==> config.mk <==
export PLATFORM = sky130hd
export DESIGN_NAME = hub75_row_scanner_top_flat
export DESIGN_NICKNAME = d
export VERILOG_FILES = /design/src/rtl/hrs_pkg.sv /design/src/rtl/hrs_in_if.sv /design/src/rtl/hrs_out_if.sv /design/src/rtl/hrs_cfg_if.sv /design/src/rtl/hub75_row_scanner_top.sv /design/src/rtl/hrs_cmd_fifo.sv /design/src/rtl/hrs_front.sv /design/src/rtl/hrs_back.sv /design/src/flat_wrapper.sv
export SDC_FILE = /design/constraint.sdc
export NUM_CORES = 2
export LEC_CHECK = 0
export BUFFER_PORTS_ARGS = -buffer_cell sky130_fd_sc_hd__buf_2
export CAP_MARGIN = 10
export CORE_UTILIZATION = 30
export DETAILED_ROUTE_END_ITERATION = 10
export PLACE_DENSITY = 0.48
export SLEW_MARGIN = 20
export SYNTH_ARGS = -nofsm -noshare
export SYNTH_HDL_FRONTEND = slang
export SYNTH_SLANG_ARGS = --single-unit
==> constraint.sdc <==
create_clock -name clk -period 13.5 [get_ports clk]
set_input_delay 1.35 -clock clk [delete_from_list [all_inputs] [get_ports clk]]
set_output_delay 1.35 -clock clk [all_outputs]
set_load 0.02 [all_outputs]
==> src/rtl/hrs_pkg.sv <==
// ----------------------------------------------------------------------------
// hrs_pkg
// Shared widths, defaults and the command format of the row scanner.
// ----------------------------------------------------------------------------
package hrs_pkg;

  localparam int COLUMNS_DEF = 32;
  localparam int ROWS_DEF    = 16;

  localparam int PIX_W      = 6;
  localparam int IN_ROW_W   = 4;
  localparam int IN_COL_W   = 5;
  localparam int ADDR_W     = 4;
  localparam int INTERVAL_W = 8;
  localparam int ROW_IDX_W  = 5;
  localparam int COL_IDX_W  = 6;
  localparam int CMD_DEPTH  = 4;

  localparam logic [INTERVAL_W-1:0] INTERVAL_RESET = 8'd7;
  localparam logic [INTERVAL_W-1:0] TICK_MAX       = 8'hFF;

  localparam logic KIND_TICK  = 1'b0;
  localparam logic KIND_WRITE = 1'b1;

  typedef struct packed {
    logic                 refresh;
    logic [ROW_IDX_W-1:0] row;
    logic [COL_IDX_W-1:0] col;
    logic [PIX_W-1:0]     pair;
    logic [ROW_IDX_W-1:0] next_row;
  } cmd_t;

endpackage

==> src/rtl/hrs_in_if.sv <==
// ----------------------------------------------------------------------------
// hrs_in_if
// Input channel: timer ticks and framebuffer writes.
// ----------------------------------------------------------------------------
interface hrs_in_if;
  logic                          valid;
  logic                          ready;
  logic                          kind;
  logic [hrs_pkg::IN_ROW_W-1:0]  write_row;
  logic [hrs_pkg::IN_COL_W-1:0]  write_column;
  logic [hrs_pkg::PIX_W-1:0]     pixel_pair;

  modport source (output valid, kind, write_row, write_column, pixel_pair, input ready);
  modport sink   (input valid, kind, write_row, write_column, pixel_pair, output ready);
endinterface

==> src/rtl/hrs_out_if.sv <==
// ----------------------------------------------------------------------------
// hrs_out_if
// Result channel: one beat per panel column, then a latch beat.
// ----------------------------------------------------------------------------
interface hrs_out_if;
  logic                        valid;
  logic                        ready;
  logic [hrs_pkg::PIX_W-1:0]   color_bits;
  logic                        shift_clock;
  logic                        latch_pulse;
  logic [hrs_pkg::ADDR_W-1:0]  row_address;
  logic                        blank;
  logic                        last;

  modport source (output valid, color_bits, shift_clock, latch_pulse, row_address, blank,
                  last, input ready);
  modport sink   (input valid, color_bits, shift_clock, latch_pulse, row_address, blank,
                  last, output ready);
endinterface

==> src/rtl/hrs_cfg_if.sv <==
// ----------------------------------------------------------------------------
// hrs_cfg_if
// Configuration write channel for the refresh interval.
// ----------------------------------------------------------------------------
interface hrs_cfg_if;
  logic                           valid;
  logic                           ready;
  logic [hrs_pkg::INTERVAL_W-1:0] data;

  modport source (output valid, data, input ready);
  modport sink   (input valid, data, output ready);
endinterface

==> src/rtl/hub75_row_scanner_top.sv <==
// ----------------------------------------------------------------------------
// hub75_row_scanner_top
// Row scan driver for a LED matrix panel with a cleared framebuffer.
//
// in_ch carries timer ticks (kind 0) and pixel writes (kind 1). A write stores
// a colour pair at a row and column; out-of-range writes are dropped. Every
// refresh_interval ticks (cfg_ch, reset 7) the current row is scanned out as
// COLUMNS beats with shift_clock set, then one beat with latch, blank and last
// set that carries the next row address. Row numbers wrap at ROWS.
// Commands pass through a four-entry queue to the scan engine, which streams
// one result beat per cycle when out_ch is not stalled, from a framebuffer
// with a registered read port. After reset the framebuffer is cleared one
// entry a cycle over all 2**(clog2(ROWS) + clog2(COLUMNS)) entries (512 by
// default); in_ch.ready is low until the clear is done. When out_ch stalls,
// the output register holds its beat, the scan pauses, and in_ch keeps
// accepting until the queue fills.
// ----------------------------------------------------------------------------
module hub75_row_scanner_top #(
  parameter int COLUMNS = hrs_pkg::COLUMNS_DEF,
  parameter int ROWS    = hrs_pkg::ROWS_DEF
) (
  input  logic      clk,
  input  logic      rst_n,
  hrs_in_if.sink    in_ch,
  hrs_cfg_if.sink   cfg_ch,
  hrs_out_if.source out_ch
);

  hrs_pkg::cmd_t push_cmd, pop_cmd;
  logic          push, pop, full, empty, clearing;

  hrs_front #(
    .COLUMNS (COLUMNS),
    .ROWS    (ROWS)
  ) u_front (
    .clk      (clk),
    .rst_n    (rst_n),
    .in_ch    (in_ch),
    .cfg_ch   (cfg_ch),
    .clearing (clearing),
    .cmd_full (full),
    .cmd_push (push),
    .cmd      (push_cmd)
  );

  hrs_cmd_fifo u_fifo (
    .clk      (clk),
    .rst_n    (rst_n),
    .push     (push),
    .push_cmd (push_cmd),
    .full     (full),
    .pop      (pop),
    .pop_cmd  (pop_cmd),
    .empty    (empty)
  );

  hrs_back #(
    .COLUMNS (COLUMNS),
    .ROWS    (ROWS)
  ) u_back (
    .clk       (clk),
    .rst_n     (rst_n),
    .cmd       (pop_cmd),
    .cmd_empty (empty),
    .cmd_pop   (pop),
    .clearing  (clearing),
    .out_ch    (out_ch)
  );

endmodule

==> src/rtl/hrs_cmd_fifo.sv <==
// ----------------------------------------------------------------------------
// hrs_cmd_fifo
// Small command queue between the front and back parts.
// ----------------------------------------------------------------------------
module hrs_cmd_fifo (
  input  logic          clk,
  input  logic          rst_n,
  input  logic          push,
  input  hrs_pkg::cmd_t push_cmd,
  output logic          full,
  input  logic          pop,
  output hrs_pkg::cmd_t pop_cmd,
  output logic          empty
);

  localparam int DEPTH = hrs_pkg::CMD_DEPTH;
  localparam int PW    = $clog2(DEPTH);

  hrs_pkg::cmd_t  slot_r [DEPTH];
  logic [PW:0]    wr_ptr_r, wr_ptr_nxt;
  logic [PW:0]    rd_ptr_r, rd_ptr_nxt;

  assign empty   = (wr_ptr_r == rd_ptr_r);
  assign full    = (wr_ptr_r[PW] != rd_ptr_r[PW]) && (wr_ptr_r[PW-1:0] == rd_ptr_r[PW-1:0]);
  assign pop_cmd = slot_r[rd_ptr_r[PW-1:0]];

  always_comb begin
    wr_ptr_nxt = wr_ptr_r + (PW+1)'(push && !full);
    rd_ptr_nxt = rd_ptr_r + (PW+1)'(pop && !empty);
  end

  always_ff @(posedge clk) begin
    if (!rst_n) begin
      wr_ptr_r <= '0;
      rd_ptr_r <= '0;
    end else begin
      wr_ptr_r <= wr_ptr_nxt;
      rd_ptr_r <= rd_ptr_nxt;
    end
  end

  always_ff @(posedge clk) begin
    if (push && !full) begin
      slot_r[wr_ptr_r[PW-1:0]] <= push_cmd;
    end
  end

endmodule

==> src/rtl/hrs_front.sv <==
// ----------------------------------------------------------------------------
// hrs_front
// Accepts items, counts ticks and turns them into queued commands.
// ----------------------------------------------------------------------------
module hrs_front #(
  parameter int COLUMNS = hrs_pkg::COLUMNS_DEF,
  parameter int ROWS    = hrs_pkg::ROWS_DEF
) (
  input  logic          clk,
  input  logic          rst_n,
  hrs_in_if.sink        in_ch,
  hrs_cfg_if.sink       cfg_ch,
  input  logic          clearing,
  input  logic          cmd_full,
  output logic          cmd_push,
  output hrs_pkg::cmd_t cmd
);

  localparam int RW = $clog2(ROWS);

  logic [hrs_pkg::INTERVAL_W-1:0] interval_r, interval_nxt;
  logic [hrs_pkg::INTERVAL_W-1:0] tick_r, tick_nxt, tick_inc;
  logic [RW-1:0]                  row_r, row_nxt, row_next;
  logic                           accept, hit, in_range;

  assign in_ch.ready  = !cmd_full && !clearing;
  assign cfg_ch.ready = 1'b1;
  assign accept       = in_ch.valid && in_ch.ready;

  always_comb begin
    tick_inc = (tick_r == hrs_pkg::TICK_MAX) ? tick_r : tick_r + 1'b1;
    hit      = (tick_inc >= interval_r);
    row_next = (row_r == RW'(ROWS - 1)) ? '0 : row_r + 1'b1;
    in_range = (int'(in_ch.write_row) < ROWS) && (int'(in_ch.write_column) < COLUMNS);

    interval_nxt = (cfg_ch.valid && cfg_ch.ready) ? cfg_ch.data : interval_r;
    tick_nxt     = tick_r;
    row_nxt      = row_r;
    cmd_push     = 1'b0;
    if (accept && in_ch.kind == hrs_pkg::KIND_TICK) begin
      tick_nxt = hit ? '0 : tick_inc;
      if (hit) begin
        row_nxt  = row_next;
        cmd_push = 1'b1;
      end
    end else if (accept && in_ch.kind == hrs_pkg::KIND_WRITE) begin
      cmd_push = in_range;
    end

    cmd.refresh  = (in_ch.kind == hrs_pkg::KIND_TICK);
    cmd.row      = (in_ch.kind == hrs_pkg::KIND_TICK) ? hrs_pkg::ROW_IDX_W'(row_r)
                                                      : hrs_pkg::ROW_IDX_W'(in_ch.write_row);
    cmd.col      = hrs_pkg::COL_IDX_W'(in_ch.write_column);
    cmd.pair     = in_ch.pixel_pair;
    cmd.next_row = hrs_pkg::ROW_IDX_W'(row_next);
  end

  always_ff @(posedge clk) begin
    if (!rst_n) begin
      interval_r <= hrs_pkg::INTERVAL_RESET;
      tick_r     <= '0;
      row_r      <= '0;
    end else begin
      interval_r <= interval_nxt;
      tick_r     <= tick_nxt;
      row_r      <= row_nxt;
    end
  end

endmodule

==> src/rtl/hrs_back.sv <==
// ----------------------------------------------------------------------------
// hrs_back
// Owns the framebuffer: clears it, applies writes and scans rows out.
// ----------------------------------------------------------------------------
module hrs_back #(
  parameter int COLUMNS = hrs_pkg::COLUMNS_DEF,
  parameter int ROWS    = hrs_pkg::ROWS_DEF
) (
  input  logic          clk,
  input  logic          rst_n,
  input  hrs_pkg::cmd_t cmd,
  input  logic          cmd_empty,
  output logic          cmd_pop,
  output logic          clearing,
  hrs_out_if.source     out_ch
);

  localparam int RW    = $clog2(ROWS);
  localparam int CW    = (COLUMNS > 1) ? $clog2(COLUMNS) : 1;
  localparam int AW    = RW + CW;
  localparam int DEPTH = 1 << AW;

  localparam logic [1:0] ST_CLEAR = 2'd0;
  localparam logic [1:0] ST_IDLE  = 2'd1;
  localparam logic [1:0] ST_SCAN  = 2'd2;
  localparam logic [1:0] ST_LATCH = 2'd3;

  logic [hrs_pkg::PIX_W-1:0]     mem [DEPTH];
  logic [hrs_pkg::PIX_W-1:0]     mem_rd_r;

  logic [1:0]                    state_r, state_nxt;
  logic [AW-1:0]                 clr_r, clr_nxt;
  logic [CW-1:0]                 col_r, col_nxt;
  logic [hrs_pkg::ROW_IDX_W-1:0] scan_row_r, scan_row_nxt;
  logic [hrs_pkg::ROW_IDX_W-1:0] next_row_r, next_row_nxt;
  logic                          rd_pend_r, rd_pend_nxt;
  logic                          out_valid_r, out_valid_nxt;

  logic [hrs_pkg::PIX_W-1:0]     color_r;
  logic                          shift_r, latch_r, blank_r, last_r;
  logic [hrs_pkg::ADDR_W-1:0]    addr_r;

  logic                          we, issue, out_free, load_col, load_latch;
  logic [AW-1:0]                 wa, ra;
  logic [hrs_pkg::PIX_W-1:0]     wd;

  assign clearing = (state_r == ST_CLEAR);
  assign out_free = !out_valid_r || out_ch.ready;
  assign load_col   = rd_pend_r && out_free;
  assign load_latch = (state_r == ST_LATCH) && !rd_pend_r && out_free;
  assign issue      = (state_r == ST_SCAN) && (!rd_pend_r || load_col);
  assign cmd_pop    = (state_r == ST_IDLE) && !cmd_empty;
  assign ra         = {scan_row_r[RW-1:0], col_r};

  always_comb begin
    we = 1'b0;
    wa = clr_r;
    wd = '0;
    if (state_r == ST_CLEAR) begin
      we = 1'b1;
    end else if (cmd_pop && !cmd.refresh) begin
      we = 1'b1;
      wa = {cmd.row[RW-1:0], cmd.col[CW-1:0]};
      wd = cmd.pair;
    end
  end

  always_comb begin
    state_nxt    = state_r;
    clr_nxt      = clr_r;
    col_nxt      = col_r;
    scan_row_nxt = scan_row_r;
    next_row_nxt = next_row_r;
    rd_pend_nxt  = issue || (rd_pend_r && !load_col);
    out_valid_nxt = (load_col || load_latch) ? 1'b1 : (out_valid_r && !out_ch.ready);
    case (state_r)
      ST_CLEAR: begin
        clr_nxt = clr_r + 1'b1;
        if (clr_r == '1) begin
          state_nxt = ST_IDLE;
        end
      end
      ST_IDLE: begin
        if (cmd_pop && cmd.refresh) begin
          scan_row_nxt = cmd.row;
          next_row_nxt = cmd.next_row;
          col_nxt      = '0;
          state_nxt    = ST_SCAN;
        end
      end
      ST_SCAN: begin
        if (issue) begin
          if (col_r == CW'(COLUMNS - 1)) begin
            state_nxt = ST_LATCH;
          end else begin
            col_nxt = col_r + 1'b1;
          end
        end
      end
      ST_LATCH: begin
        if (load_latch) begin
          state_nxt = ST_IDLE;
        end
      end
      default: begin
        state_nxt = ST_IDLE;
      end
    endcase
  end

  always_ff @(posedge clk) begin
    if (!rst_n) begin
      state_r     <= ST_CLEAR;
      clr_r       <= '0;
      rd_pend_r   <= 1'b0;
      out_valid_r <= 1'b0;
    end else begin
      state_r     <= state_nxt;
      clr_r       <= clr_nxt;
      rd_pend_r   <= rd_pend_nxt;
      out_valid_r <= out_valid_nxt;
    end
  end

  always_ff @(posedge clk) begin
    col_r      <= col_nxt;
    scan_row_r <= scan_row_nxt;
    next_row_r <= next_row_nxt;
  end

  always_ff @(posedge clk) begin
    if (we) begin
      mem[wa] <= wd;
    end
    if (issue) begin
      mem_rd_r <= mem[ra];
    end
  end

  always_ff @(posedge clk) begin
    if (load_col) begin
      color_r <= mem_rd_r;
      shift_r <= 1'b1;
      latch_r <= 1'b0;
      addr_r  <= scan_row_r[hrs_pkg::ADDR_W-1:0];
      blank_r <= 1'b0;
      last_r  <= 1'b0;
    end else if (load_latch) begin
      color_r <= '0;
      shift_r <= 1'b0;
      latch_r <= 1'b1;
      addr_r  <= next_row_r[hrs_pkg::ADDR_W-1:0];
      blank_r <= 1'b1;
      last_r  <= 1'b1;
    end
  end

  assign out_ch.valid       = out_valid_r;
  assign out_ch.color_bits  = color_r;
  assign out_ch.shift_clock = shift_r;
  assign out_ch.latch_pulse = latch_r;
  assign out_ch.row_address = addr_r;
  assign out_ch.blank       = blank_r;
  assign out_ch.last        = last_r;

endmodule

==> src/flat_wrapper.sv <==
// flat-port wrapper written by rule: the top's interface ports become plain ports
module hub75_row_scanner_top_flat 
#(
  parameter int COLUMNS = hrs_pkg::COLUMNS_DEF,
  parameter int ROWS    = hrs_pkg::ROWS_DEF
)
  (clk, rst_n, in_ch_valid, in_ch_kind, in_ch_write_row, in_ch_write_column, in_ch_pixel_pair, in_ch_ready, cfg_ch_valid, cfg_ch_data, cfg_ch_ready, out_ch_valid, out_ch_color_bits, out_ch_shift_clock, out_ch_latch_pulse, out_ch_row_address, out_ch_blank, out_ch_last, out_ch_ready);
  hrs_in_if in_ch_i ();
  hrs_cfg_if cfg_ch_i ();
  hrs_out_if out_ch_i ();
  input  logic clk;
  input  logic rst_n;
  input wire logic [$bits(in_ch_i.valid)-1:0] in_ch_valid;
  input wire logic [$bits(in_ch_i.kind)-1:0] in_ch_kind;
  input wire logic [$bits(in_ch_i.write_row)-1:0] in_ch_write_row;
  input wire logic [$bits(in_ch_i.write_column)-1:0] in_ch_write_column;
  input wire logic [$bits(in_ch_i.pixel_pair)-1:0] in_ch_pixel_pair;
  output wire logic [$bits(in_ch_i.ready)-1:0] in_ch_ready;
  input wire logic [$bits(cfg_ch_i.valid)-1:0] cfg_ch_valid;
  input wire logic [$bits(cfg_ch_i.data)-1:0] cfg_ch_data;
  output wire logic [$bits(cfg_ch_i.ready)-1:0] cfg_ch_ready;
  output wire logic [$bits(out_ch_i.valid)-1:0] out_ch_valid;
  output wire logic [$bits(out_ch_i.color_bits)-1:0] out_ch_color_bits;
  output wire logic [$bits(out_ch_i.shift_clock)-1:0] out_ch_shift_clock;
  output wire logic [$bits(out_ch_i.latch_pulse)-1:0] out_ch_latch_pulse;
  output wire logic [$bits(out_ch_i.row_address)-1:0] out_ch_row_address;
  output wire logic [$bits(out_ch_i.blank)-1:0] out_ch_blank;
  output wire logic [$bits(out_ch_i.last)-1:0] out_ch_last;
  input wire logic [$bits(out_ch_i.ready)-1:0] out_ch_ready;
  assign in_ch_i.valid = in_ch_valid;
  assign in_ch_i.kind = in_ch_kind;
  assign in_ch_i.write_row = in_ch_write_row;
  assign in_ch_i.write_column = in_ch_write_column;
  assign in_ch_i.pixel_pair = in_ch_pixel_pair;
  assign in_ch_ready = in_ch_i.ready;
  assign cfg_ch_i.valid = cfg_ch_valid;
  assign cfg_ch_i.data = cfg_ch_data;
  assign cfg_ch_ready = cfg_ch_i.ready;
  assign out_ch_valid = out_ch_i.valid;
  assign out_ch_color_bits = out_ch_i.color_bits;
  assign out_ch_shift_clock = out_ch_i.shift_clock;
  assign out_ch_latch_pulse = out_ch_i.latch_pulse;
  assign out_ch_row_address = out_ch_i.row_address;
  assign out_ch_blank = out_ch_i.blank;
  assign out_ch_last = out_ch_i.last;
  assign out_ch_i.ready = out_ch_ready;
  hub75_row_scanner_top #(.COLUMNS(COLUMNS), .ROWS(ROWS)) u_core (.clk(clk), .rst_n(rst_n), .in_ch(in_ch_i), .cfg_ch(cfg_ch_i), .out_ch(out_ch_i));
endmodule
# Word level (Yosys, flattened, before mapping)
# Memory sizes are Yosys's and may differ from the RTL's. A register that Yosys moved wholly into a read port is not among the register bits.
# Cells that the tools add are included.
[totals]
mem_count = 2
ramBits = 3152
wordCells = 110
latchBits = 0
in_bits = 29
regBits = 64
romBits = 0
[classes]
n_mux = 33
add_sub_neg = 6
n_eq_ne = 16
n_mul = 0
n_shift = 0
n_div = 0
n_reduce_logical = 35
n_lt_le_gt_ge = 1
bitwise_logic = 1
[mem_list]
columns = ["name", "words", "width", "read_ports", "rd_ports_with_merged_regs", "wr", "line_no", "rtl"]
rows = [
  ["u_core.u_back.mem", 512, 6, 1, 1, 1, "hrs_back.sv:28", "logic [hrs_pkg::PIX_W-1:0] mem [DEPTH];"],
  ["u_core.u_fifo.slot_r", 4, 20, 1, 1, 1, "hrs_cmd_fifo.sv:19", "hrs_pkg::cmd_t slot_r [DEPTH];"],
]
[ops]
columns = ["operator", "n"]
rows = [
  ["$mux 6", 4],
  ["$mux 9", 2],
  ["$logic_and 1x1->1", 16],
  ["$mux 4", 4],
  ["$mux 8", 2],
  ["$mux 5", 3],
  ["$mux 2", 6],
  ["$mux 1", 10],
  ["$pmux 5 s2", 1],
  ["$add 9x1->9 const B", 1],
  ["$eq 9x9->1 const B", 1],
  ["$add 8x1->8 const B", 1],
  ["$eq 8x8->1 const B", 1],
  ["$ge 8x8->1", 1],
  ["$logic_not 1->1", 8],
  ["$ne 2x2->1 const B", 4],
  ["$pmux 2 s4", 1],
  ["$add 3x1->3", 2],
  ["$add 5x1->5 const B", 1],
  ["$eq 5x5->1 const B", 1],
  ["$reduce_and 5->1", 1],
  ["$add 4x1->4 const B", 1],
  ["$eq 2x2->1 const B", 2],
  ["$eq 4x4->1 const B", 1],
  ["11 further kinds", 17],
]

# Logic depth before layout (Yosys ltp)
[logic_depth]
ltp_word = 11
ltp_mapped = 18
mapped_depth_nobuf = 18

# By module
# A second synthesis with hierarchy kept.
[hier_totals]
hier_cells = 6228
area_unflattened_um2 = 127124.4
[modules_own_cells]
columns = ["mod", "area_each_um2", "instances", "seq_area_each_um2", "cells_each"]
rows = [
  ["hrs_back", 122004.5, 1, 93419.6, 5894],
  ["hrs_cmd_fifo", 3726.1, 1, 2882.8, 158],
  ["hrs_front", 1393.8, 1, 400.4, 176],
]

# Worst setup path after synthesis
# Ideal clock, no wire load.
[synth_path]
path_type = "register -> register"
from = "register u_core.u_fifo.rd_ptr_r[0]"
to = "memory u_core.u_back.mem[0][0] (netlist bit) (data pin)"
n_path_buf = 2
synth_period_minus_slack_ps = 9513
stages_incl_launch_ff = 5
required_time_ps = 11970
arrival_ps = 7983
path_slack_ps = 3987
path_cell_list = "dfxtp_1 > buf_2 > buf_1 > mux4_2 > and2_1"
[synth_via]
elab_chain_len = 6
[synth_lines]
columns = ["element", "line_no", "rtl"]
rows = [
  ["from (decl)", "hrs_cmd_fifo.sv:21", "logic [PW:0] rd_ptr_r, rd_ptr_nxt;"],
  ["from (signal assigned)", "hrs_cmd_fifo.sv:38", "rd_ptr_r <= rd_ptr_nxt;"],
  ["$eq 3x3->1", "hrs_cmd_fifo.sv:23", "assign empty = (wr_ptr_r == rd_ptr_r);"],
  ["$logic_not 1->1", "hrs_back.sv:52", "assign cmd_pop = (state_r == ST_IDLE) && !cmd_empty;"],
  ["$logic_and 1x1->1", "hrs_back.sv:52", ""],
  ["$logic_and 1x1->1", "hrs_back.sv:61", "end else if (cmd_pop && !cmd.refresh) begin"],
  ["$mux 6", "hrs_back.sv:61", ""],
  ["$mux 6", "hrs_back.sv:59", "if (state_r == ST_CLEAR) begin"],
  ["net u_core.u_back.wd, one bit", "hrs_back.sv:45", "logic [hrs_pkg::PIX_W-1:0] wd;"],
  ["to (decl)", "hrs_back.sv:28", ""],
]
# The timed path passes the listed nets, and every way through them passes these cells.

==> results.txt <==
status -> finished, violations left
failing checks -> DRC
Die Y -> 654 um
Fmax -> 172 MHz
Worst Max-Slew Pin Slew -> 1.22 ns
startpoint types -> flop
io pins -> 46
layout cells sized above 1 -> 20.0%
crit path cell chain -> buf_12 -> buf_4 -> buf_4 -> mux4_2 -> mux4_2 -> nand2_1 -> o31ai_1 -> a22oi_1 -> o211ai_1 -> nand2_1 -> nor3_1
launching point of the worst reg2reg path -> u_core.u_back.col_r[0]
Sink Count -> 3222
worst hold start -> u_core.u_back.out_ch.shift_clock
crit end category -> flop
fillers -> 39700
r2r setup slk -> 7.69 ns
Seq/Total Area, Yosys -> 75.5%
FF+latch count, synth -> 3222
gr usage total -> 17.5%
Worst Reg-to-Reg Cells -> 11
vias -> 65200
GRT Residual Overflow -> 0
Synth cell types -> 84
CTS tree -> done
cell with the most instances after synthesis -> edfxtp_1
worst-path maximum fanout -> 94
total CTS buffers -> 351
Area contributors post-synth -> edfxtp_1, mux4_2, mux2i_1, nor2_1, mux4_1
commonest cells in the netlist -> edfxtp_1, nor2_1, mux4_2
setup slack after layout -> 7.69 ns
Starting Density -> 30.1%
register area -> 96300 sq um
Main synth FF type -> edfxtp_1
Hold Path Sink -> u_core.u_back.out_ch.shift_clock
H-tree levels -> 5
Clock Latency Late Sink -> 0.96 ns
Port Buffers -> 44
vias in the first global route -> 66200
Avg Inst Size Synth -> 20.0 sq um
largest family of logic cells by synthesized area -> multiplexers
period utilization -> 43.0%
Die W -> 654 um
Slew Limit Fails -> 0
CORE AREA -> 424000 sq um
initial antenna violation count -> 27
total chip power -> 0.0227 W
Cell Area, Synth -> 128000 sq um
Cell Rows -> 239
total negative setup slack -> 0 ns
die area -> 428000 sq um
Max Cap Viol -> 0
RSZ-0062 raised after global routing -> no
Layout area overhead -> 13.5%
Synth area leader -> edfxtp_1
PwrDens -> 157 nW/um^2
Clock Skews -> 0.0811 ns
Setup crit start -> u_core.u_back.col_r[0]
Nets -> 6591
Final Instance Area -> 145000 sq um
first-pass GRT wire length -> 534000 um
slowest CP cell -> buf_4
routability cong. -> 0.799
Async S/R FF share, synth -> 0%
synth warn -> 0
LEAKAGE -> 41.9 nW
vias per cell -> 5.21
Post-CTS Hold Buffers -> 0
WHS Path Cells -> 1
Mapped Cells -> 6398
reg2reg end -> u_core.u_back.mem_rd_r[2]
Place WS -> 7.48 ns
Synth Area in Adders -> 0.225%
Worst EP required -> 14.19 ns
CP arrival -> 6.50 ns
fin crit period -> 5.81 ns
Synth Area in Compound Gates -> 3.43%
slew margin rel. -> 18.0%
Max IR drop VDD -> 104 uV
Cells after DPL -> 11800
crit-path max cell delay -> 0.85 ns
Post-DP Area -> 134000 sq um
mux share of post-synthesis cell area -> 15.1%
xor/xnor share of the synthesized area -> 0.144%
fin cells -> 12500
Final Hold Vio Count -> 0
Post-DRT Antenna Nets -> 0
Max Buffers Root-to-Sink -> 4
EDFF count, synth -> 3181
postcts setup bufs -> 0
Final setup viols -> 0
Iteration-0 DRC Markers -> 7298
Hold/Removal Path Class -> flop to flop
CTS clk-pin slew, worst paths -> 0.06 ns
post-cts resize count -> 0
drt wl/cell -> 30.6 um
DRT Pass-1 Iters -> 8
crit path kind -> flop to flop
post-synth top area share -> 74.8%
hpwl dp -> 224000 um
drc violations -> 4
CTS root buf -> clkbuf_16
multi-input logic area -> 28700 sq um
net count after synthesis -> 6450
simple logic cell fraction of the synthesized area -> 3.29%
Total Wirelength -> 382000 um
pin count of the biggest net entering global routing -> 200
worst max-delay path by stage:
| stage | slack (ns) | end | depth (start not counted) |
|---|---|---|---|
| floorplan | 3.99 | u_core.u_back.mem[0][0] | 4 |
| global placement | 7.46 | u_core.u_back.mem_rd_r[2] | 11 |
| detailed placement | 7.48 | u_core.u_back.mem_rd_r[2] | 11 |
| CTS | 7.49 | u_core.u_back.mem_rd_r[2] | 11 |
| global route | 7.32 | u_core.u_back.mem_rd_r[2] | 11 |
| finish | 7.69 | u_core.u_back.mem_rd_r[2] | 11 |
worst max-delay path: cells and delay by family (launching register included):
family	cells	cell delay, ns
buf+inv	3	2.22
mux	2	1.20
simple gates	3	0.48
compound gates	3	1.18
flops	1	0.41
stage by stage:
stage	util (%)	hold WS, ns
floorplan	-	0.449
global placement	31.5	0.439
detailed placement	31.6	0.449
CTS	34.2	0.465
global route	34.2	0.485
finish	34.2	0.460
cells by family (layout without fill, tap and decap cells):
kind of cell,after synthesis,count (layout)
buf+inv,429,857
other cells,1,7
mux,1092,1092
flops,3222,3222
xor+xnor,21,21
compound gates,626,626
simple gates,984,984
fa+ha+maj,23,23
cell usage in the layout, fill, tap and decap left out, types with 9 or more instances in the layout:
| cell type | netlist | routed |
|---|---|---|
| and2_1 | 45 | 38 |
| a221oi_1 | 14 | 14 |
| buf_4 | 31 | 134 |
| ha_1 | 23 | 23 |
| o31ai_1 | 13 | 11 |
| clkbuf_1 | 112 | 52 |
| clkinvlp_4 | 0 | 21 |
| a22oi_1 | 25 | 25 |
| a21oi_1 | 124 | 124 |
| xnor2_1 | 9 | 9 |
| and3_1 | 14 | 14 |
| o21ai_0 | 75 | 72 |
| mux2i_1 | 429 | 428 |
| mux4_1 | 55 | 55 |
| nor2_1 | 616 | 611 |
| a31oi_1 | 17 | 17 |
| clkinv_1 | 1 | 95 |
| o211ai_1 | 9 | 9 |
| nand3_1 | 47 | 43 |
| buf_2 | 119 | 44 |
| bufinv_16 | 0 | 28 |
| inv_1 | 19 | 18 |
| nor3_1 | 44 | 42 |
| a211oi_1 | 9 | 9 |
| nor2b_1 | 25 | 22 |
| clkinv_2 | 0 | 61 |
| edfxtp_1 | 3181 | 3181 |
| nand2_4 | 0 | 9 |
| o221ai_1 | 158 | 158 |
| buf_12 | 17 | 14 |
| xor2_1 | 12 | 12 |
| mux2_2 | 16 | 16 |
| a21o_1 | 13 | 13 |
| mux4_2 | 592 | 592 |
| nand2_1 | 141 | 126 |
| dfxtp_1 | 41 | 41 |
| clkbuf_16 | 0 | 359 |
| o22ai_1 | 98 | 98 |
layer usage:
layer / part of all wire [%] / global-route usage, %
met2: 47 / 28.1
met1: 44 / 24.8
met4: 2.5 / 4.44
met3: 6.6 / 2.77
met5: 0.013 / 0
registers in the layout (all words and copies together) (netlist names):
register,cells
u_core.u_front.row_r,4
u_core.u_back.mem_rd_r,6
u_core.u_back.rd_pend_r,1
u_core.u_back.state_r,2
u_core.u_back.scan_row_r,4
u_core.u_back.out_ch.row_address,4
u_core.u_fifo.rd_ptr_r,3
u_core.u_fifo.wr_ptr_r,3
u_core.u_back.mem,3072
u_core.u_back.out_ch.color_bits,6
u_core.u_fifo.slot_r,80
u_core.u_front.tick_r,8
u_core.u_back.next_row_r,4
u_core.u_back.clr_r,9
u_core.u_front.interval_r,8
u_core.u_back.out_ch.last,1
u_core.u_back.out_ch.valid,1
u_core.u_back.col_r,5
u_core.u_back.out_ch.shift_clock,1
cell type report:
class,instances,share of cell area [%]
clock inverters,227,1.38
diodes,6,0.0104
inverters,22,0.0656
well taps,5663,4.89
flip-flops and latches,3222,66.5
clock buffers,413,6.35
multi-input cells,2747,19.8
repair buffers,195,1.07
power by group:
group          internal (W)  switching, W
Combinational      0.000718       0.00165
Clock               0.00542       0.00401
Sequential           0.0109     0.0000216
Total                0.0170       0.00567
No activity file was read; power rests on OpenSTA's default activity.
